File: src/sv/pcdt_pkg.sv
// Shared types and constants for the palette color dedup table.
`timescale 1ns / 1ps

package pcdt_pkg;

   localparam logic OP_INSERT = 1'b0;
   localparam logic OP_READ   = 1'b1;

   localparam int COLOR_W = 24;
   localparam int BYTE_W  = 8;

   typedef logic [COLOR_W-1:0] color_type;

   // Item travelling down the cell row
   typedef struct packed {
      logic              op;
      color_type         color;      // wanted color on insert, gathered color on read
      logic [BYTE_W-1:0] read_index;
      logic              done;       // insert resolved by some cell
      logic [BYTE_W-1:0] slot;       // low byte of the resolving cell's index
   } token_type;

endpackage

File: src/sv/pcdt_cell.sv
// One palette slot: holds a color and passes the travelling item on.
`timescale 1ns / 1ps

module pcdt_cell #(
   parameter int CELL_INDEX = 1
) (
   input  logic               clock,
   input  logic               reset,
   input  logic               advance,
   input  logic               up_valid,
   input  pcdt_pkg::token_type up_tok,
   output logic               dn_valid,
   output pcdt_pkg::token_type dn_tok
);
   import pcdt_pkg::*;

   localparam bit               IN_BYTE = (CELL_INDEX < 256);
   localparam logic [BYTE_W-1:0] IDX8   = CELL_INDEX[BYTE_W-1:0];

   color_type color_ff, color_in;
   logic      filled_ff, filled_in;
   token_type tok_ff, tok_in;
   logic      tok_valid_ff;

   always_comb begin
      tok_in    = up_tok;
      color_in  = color_ff;
      filled_in = filled_ff;
      if (up_valid) begin
         if (up_tok.op == OP_READ) begin
            if (IN_BYTE && (up_tok.read_index == IDX8)) begin
               tok_in.color = filled_ff ? color_ff : '0;
            end
         end else if (!up_tok.done) begin
            if (!filled_ff) begin
               // first empty slot: claim it unless the color is black
               tok_in.done = 1'b1;
               tok_in.slot = IDX8;
               if (up_tok.color != '0) begin
                  color_in  = up_tok.color;
                  filled_in = 1'b1;
               end
            end else if (color_ff == up_tok.color) begin
               tok_in.done = 1'b1;
               tok_in.slot = IDX8;
            end
         end
      end
   end

   always_ff @(posedge clock) begin
      if (reset) begin
         filled_ff    <= 1'b0;
         tok_valid_ff <= 1'b0;
      end else if (advance) begin
         filled_ff    <= filled_in;
         tok_valid_ff <= up_valid;
      end
   end

   always_ff @(posedge clock) begin
      if (advance) begin
         color_ff <= color_in;
         tok_ff   <= tok_in;
      end
   end

   assign dn_valid = tok_valid_ff;
   assign dn_tok   = tok_ff;

endmodule

File: config.mk
export PLATFORM = sky130hd
export DESIGN_NAME = pcdt_cell
export DESIGN_NICKNAME = d
export VERILOG_FILES = /design/src/sv/pcdt_pkg.sv /design/src/sv/pcdt_cell.sv
export SDC_FILE = /design/constraint.sdc
export NUM_CORES = 1
export LEC_CHECK = 0
export BUFFER_PORTS_ARGS = -buffer_cell sky130_fd_sc_hd__buf_2
export CAP_MARGIN = 20
export CORE_UTILIZATION = 54
export CTS_BUF_LIST = sky130_fd_sc_hd__clkbuf_4 sky130_fd_sc_hd__clkbuf_8 sky130_fd_sc_hd__clkbuf_16
export DETAILED_ROUTE_END_ITERATION = 10
export MAX_ROUTING_LAYER = met4
export PLACE_DENSITY = 0.83
export SLEW_MARGIN = 20
export SYNTH_ARGS = -nofsm -noshare
export SYNTH_HDL_FRONTEND = slang
export SYNTH_SLANG_ARGS = --single-unit
File: constraint.sdc
create_clock -name clock -period 5.1 [get_ports clock]
set_input_delay 0.255 -clock clock [delete_from_list [all_inputs] [get_ports clock]]
set_output_delay 0.255 -clock clock [all_outputs]
set_load 0.1 [all_outputs]
# Yosys cells after proc, flatten, opt, wreduce, memory -nomap -nowiden
# Index checks and enable logic that the tools add are counted.
word_totals:
  word_cells: 27
  output_inout_bits: 43
  in_bits: 46
  ff_bits: 68
op_classes:
  n_bitwise: 3
  n_reduce_logical: 3
  n_eq_ne: 2
  n_mux: 11
op_table:
  columns: ["op", "n"]
  rows:
  - ["$mux 24", 4]
  - ["$mux 9", 5]
  - ["$eq 24x24->1", 1]
  - ["$reduce_bool 24->1", 1]
  - ["$eq 8x1->1 const B", 1]
  - ["$reduce_and 6->1", 1]
  - ["$reduce_and 4->1", 1]
  - ["$not 1->1", 3]
  - ["$mux 1", 2]

# Logic depth before layout (Yosys ltp)
logic_depth:
  word_depth: 6
  depth_mapped: 6
  mapped_depth_nobuf: 4

# Worst setup path before layout
# Ideal clock, no wire load.
synth_path:
  kind: "reg2reg"
  from: "register filled_ff"
  to: "register color_ff[0] (enable)"
  t_required_ns: 4.695
  synth_period_minus_slack_ns: 2.132
  setup_ns: 0.405
  n_path_buf: 2
  path_stages_with_launch: 4
  arrival_ns: 1.727
  setup_slack_ns: 2.968
  cell_sequence: "dfxtp_1 clkbuf_1 clkbuf_1 nor2_1"
synth_between:
  elab_chain_cells: 2
synth_rtl:
  columns: ["element", "line", "rtl"]
  rows:
  - ["start, declared", "pcdt_cell.sv:21", "logic filled_ff, filled_in;"]
  - ["start signal, assigned", "pcdt_cell.sv:56", "filled_ff <= filled_in;"]
  - ["$not 1->1 (no source line)", null, null]
  - ["$reduce_and 6->1 (no source line)", null, null]
  - ["end signal, assigned", "pcdt_cell.sv:63", "color_ff <= color_in;"]
  - ["end, declared", "pcdt_cell.sv:20", "color_type color_ff, color_in;"]
# Every way passes these cells.
# A chain may end at the register's enable or synchronous reset.

# Worst setup path in the final report
layout_path:
  from: "input port advance"
  to: "register color_ff[7] (enable)"
layout_between:
  elab_chain_cells: 1
layout_rtl:
  columns: ["element", "line", "rtl"]
  rows:
  - ["start, declared", "pcdt_cell.sv:9", "input logic advance,"]
  - ["$reduce_and 6->1 (no source line)", null, null]
# Every way passes these cells.

==> results list <==
- Proportion of layout cells with a drive suffix above 1: 33.2%
* Average vias per placed instance: approximately 5.3
- Synthesized netlist cell count: between 200 and 250
- Number of standard cells in the layout, taps in and fillers out: 383
- Initial antenna violation count: 0
* Global-route wire length before repair: approximately 8.7 mm
* Placeable core area: 5110 sq um
- Synth Register Bits: a little under 70
- The number of global-route vias before repair is approximately 1900.
- Clock tree root buffer cell: sky130_fd_sc_hd__clkbuf_8
- Most common cell in the synthesized netlist: sky130_fd_sc_hd__edfxtp_1
- ANT nets after route: 0
- The routed design has 5.71 mm of wire.
- Hold Fails Final Rpt: 0
- In this run the critical register-to-register path is launched from filled_ff$_SDFFE_PP0P_.
* Buffer count from post-CTS setup fixing: 0
- Category of the critical setup timing path: input pin to flip-flop
- Hold is met by 0.105 ns.
- Summing over every cut layer, the via total after detailed routing is around 2000.
- Die width: 74.7 um
- Max-slew headroom: 31.1%
- Sorting the synthesized cells by how often they occur yields sky130_fd_sc_hd__edfxtp_1 (66), sky130_fd_sc_hd__nand2_1 (56), sky130_fd_sc_hd__o21ai_0 (24).
- The slowest stage of the critical path belongs to the cell sky130_fd_sc_hd__buf_2.
* Post-synth top area cell: sky130_fd_sc_hd__edfxtp_1
* Synth-to-layout area growth: 23.7%
* Maximum single-stage delay on the critical path: 0.72 ns
- Cells fill 69.1% of the core in the end.
- The critical path starts at advance.
* Critical Path RT: 5.07 ns
* CTS tree: built
* Number of hold-repair buffers added at the cts stage: 0
- Number of buffers added on ports: 88
* Residual overflow from global routing: 0
* Crit path cell chain: buf_2 -> o211ai_1 -> nor2_4
- Flip-flop cell with the highest count after synthesis: sky130_fd_sc_hd__edfxtp_1
- After layout, the minimum clock period comes to about 2.0 ns.
* Length of the first detailed-routing pass in iterations: 5
- Setup repair after global routing left no endpoint under its margin.
- Max H-tree Level: 3
- The path class of the tightest hold or removal check is input pin to flip-flop.
- Cell Rows: 26
* Share of the cycle needed by the critical path after routing: 38.7%
* Slack of the critical path: 3.13 ns
- Final HPWL from detailed placement: 3.95 mm
- Mean instance size in the synthesized netlist: around 13 sq um
- Count of unresolved DRC violations after routing: 0
- Setup violations remaining at the end of the flow were counted as 0.
- Initial core utilization: 55.9%
- The design draws 1.34 mW.
- The number of buffers and inverters on the critical path is 1.
* Placed Cells incl. Taps: 369
* Post-route design area: 3530 sq um
- Maximum net fanout on the critical path: 44
- Final setup skew: roughly 0.006 ns
- Gp weighted congestion: 0.798
* WL/cell: ~15 um
- Counting every net in the synthesized netlist gives 266.
- The Yosys step of the flow raised 0 warnings.
* Source of the worst hold timing path: up_tok[9]
- After clock tree synthesis, the clock-pin slew on the worst setup and hold paths is 0.06 ns.
- Placement-stage cell area: 3350 sq um
- Max Cap Viol: 0
- Before CTS, the worst setup slack after placement is 2.42 ns.
- Max Transition Viols Final: 0
* Peak Freq: 0.506 GHz
* Peak supply drop: 0.000298 V
* Pwr dens: 380 nW/um^2
- The clock reaches the later pin of the worst-skew pair after 0.34 ns.
* Final-stage net count: 356
- Pin placement for this block handled 89 I/O pins.
- Global routing usage summed across all routing layers: 22.5%
- Total number of clock tree sinks: 68
* Post-cts gate resize count: 0
* Startpoint type of the worst setup path: input pin
* Worst slew pin tran: 1.03 ns
* Largest net degree at the start of global routing: 49
- Count of filler cells inserted in the layout: 383
- By area the synthesized netlist is led by sky130_fd_sc_hd__edfxtp_1 (69%), sky130_fd_sc_hd__nand2_1 (7.4%), sky130_fd_sc_hd__xnor2_1 (4.9%).
- The worst setup path is captured at a flip-flop.
- Sequential elements use 70.8% of the synthesized area.
- In the final timing run, aggregate negative setup slack is 0 ns.
- Leak: ~1.4 nW
- For the worst setup path, the data arrival time is 1.94 ns.
* First-iteration detailed-routing DRC count: about 110
- Buffers inserted during clock tree synthesis total 9.
* Synth cell types: 24
* CTS max path bufs: 2
- Gate family responsible for the most delay along the worst path: buffers and inverters
* Synth top area share: a little over two thirds
- For this run, asynchronously set or reset flops after synthesis account for 0%.
- Run status: finished, final reports clean
- The die covers 5580 sq um.
- The cell area that synthesis handed to floorplanning was 2860 sq um.
- Yosys mapped a number of flops with a built-in enable equal to 66.
* Antenna Cells: 0
- Chip height: approximately 75 um
==> state kept, by name, indices dropped and copies added, names as in the netlist <==
name / flops
dn_tok: 42
filled_ff: 1
dn_valid: 1
color_ff: 24
==> report_power, final <==
| group | internal [mW] | leakage, nW | switching [mW] |
|---|---|---|---|
| clock network | 0.222 | 0.0905 | 0.181 |
| registers | 0.647 | 0.646 | 0.0107 |
| logic | 0.0454 | 0.659 | 0.237 |
==> layout by cell type, fill, tap and decap left out, drive strengths merged, types with 3 or more instances in the layout <==
cell / instances
clkbuf: 10
nand2: 56
nor2: 3
a21oi: 8
o21ai: 24
nor4: 10
xor2: 8
clkinv: 3
nand4: 5
edfxtp: 66
xnor2: 16
buf: 89
==> kinds of logic after synthesis <==
group / synth area share [%]
and+or+nand+nor: 12.9
DFF: 70.8
AOI/OAI and AO/OA: 6.88
xor gates and xnor gates: 7.36
buffers and inverters: 1.71
muxes: 0.351
==> routing by layer <==
layer	GRT usage, %	up-vias	part of all wire (%)
met3	4.95	15	6.5
li1	-	977	-
met2	35.2	106	49
met1	27.2	938	42
met5	-	-	0
met4	12.4	0	2.3
==> worst reg2reg max path, cell delays in order (launching register included) <==
cell and delay [ns]:
sky130_fd_sc_hd__dfxtp_1 1.00, sky130_fd_sc_hd__inv_1 0.19, sky130_fd_sc_hd__a221o_2 0.39
==> final cells by class <==
class	instances	area (sq um)	share of cell area [%]
Sequential cell	68	2020	57.3
Clock buffer	10	131	3.72
Tap cell	70	87.6	2.48
Clock inverter	4	42.5	1.20
Timing Repair Buffer	89	448	12.7
Inverter	2	7.51	0.213
Multi-Input combinational cell	140	792	22.4
==> worst paths after layout <==
kind                      endpoint  slack, ns  depth (start not counted)
max reg2reg    dn_tok[0]$_DFFE_PP_       3.28                          2
min            dn_tok[9]$_DFFE_PP_       0.10                          1
max          color_ff[7]$_DFFE_PP_       3.13                          3
min reg2reg  dn_valid$_SDFFE_PP0P_       0.52                          2
(Power assumes the default switching activity.)
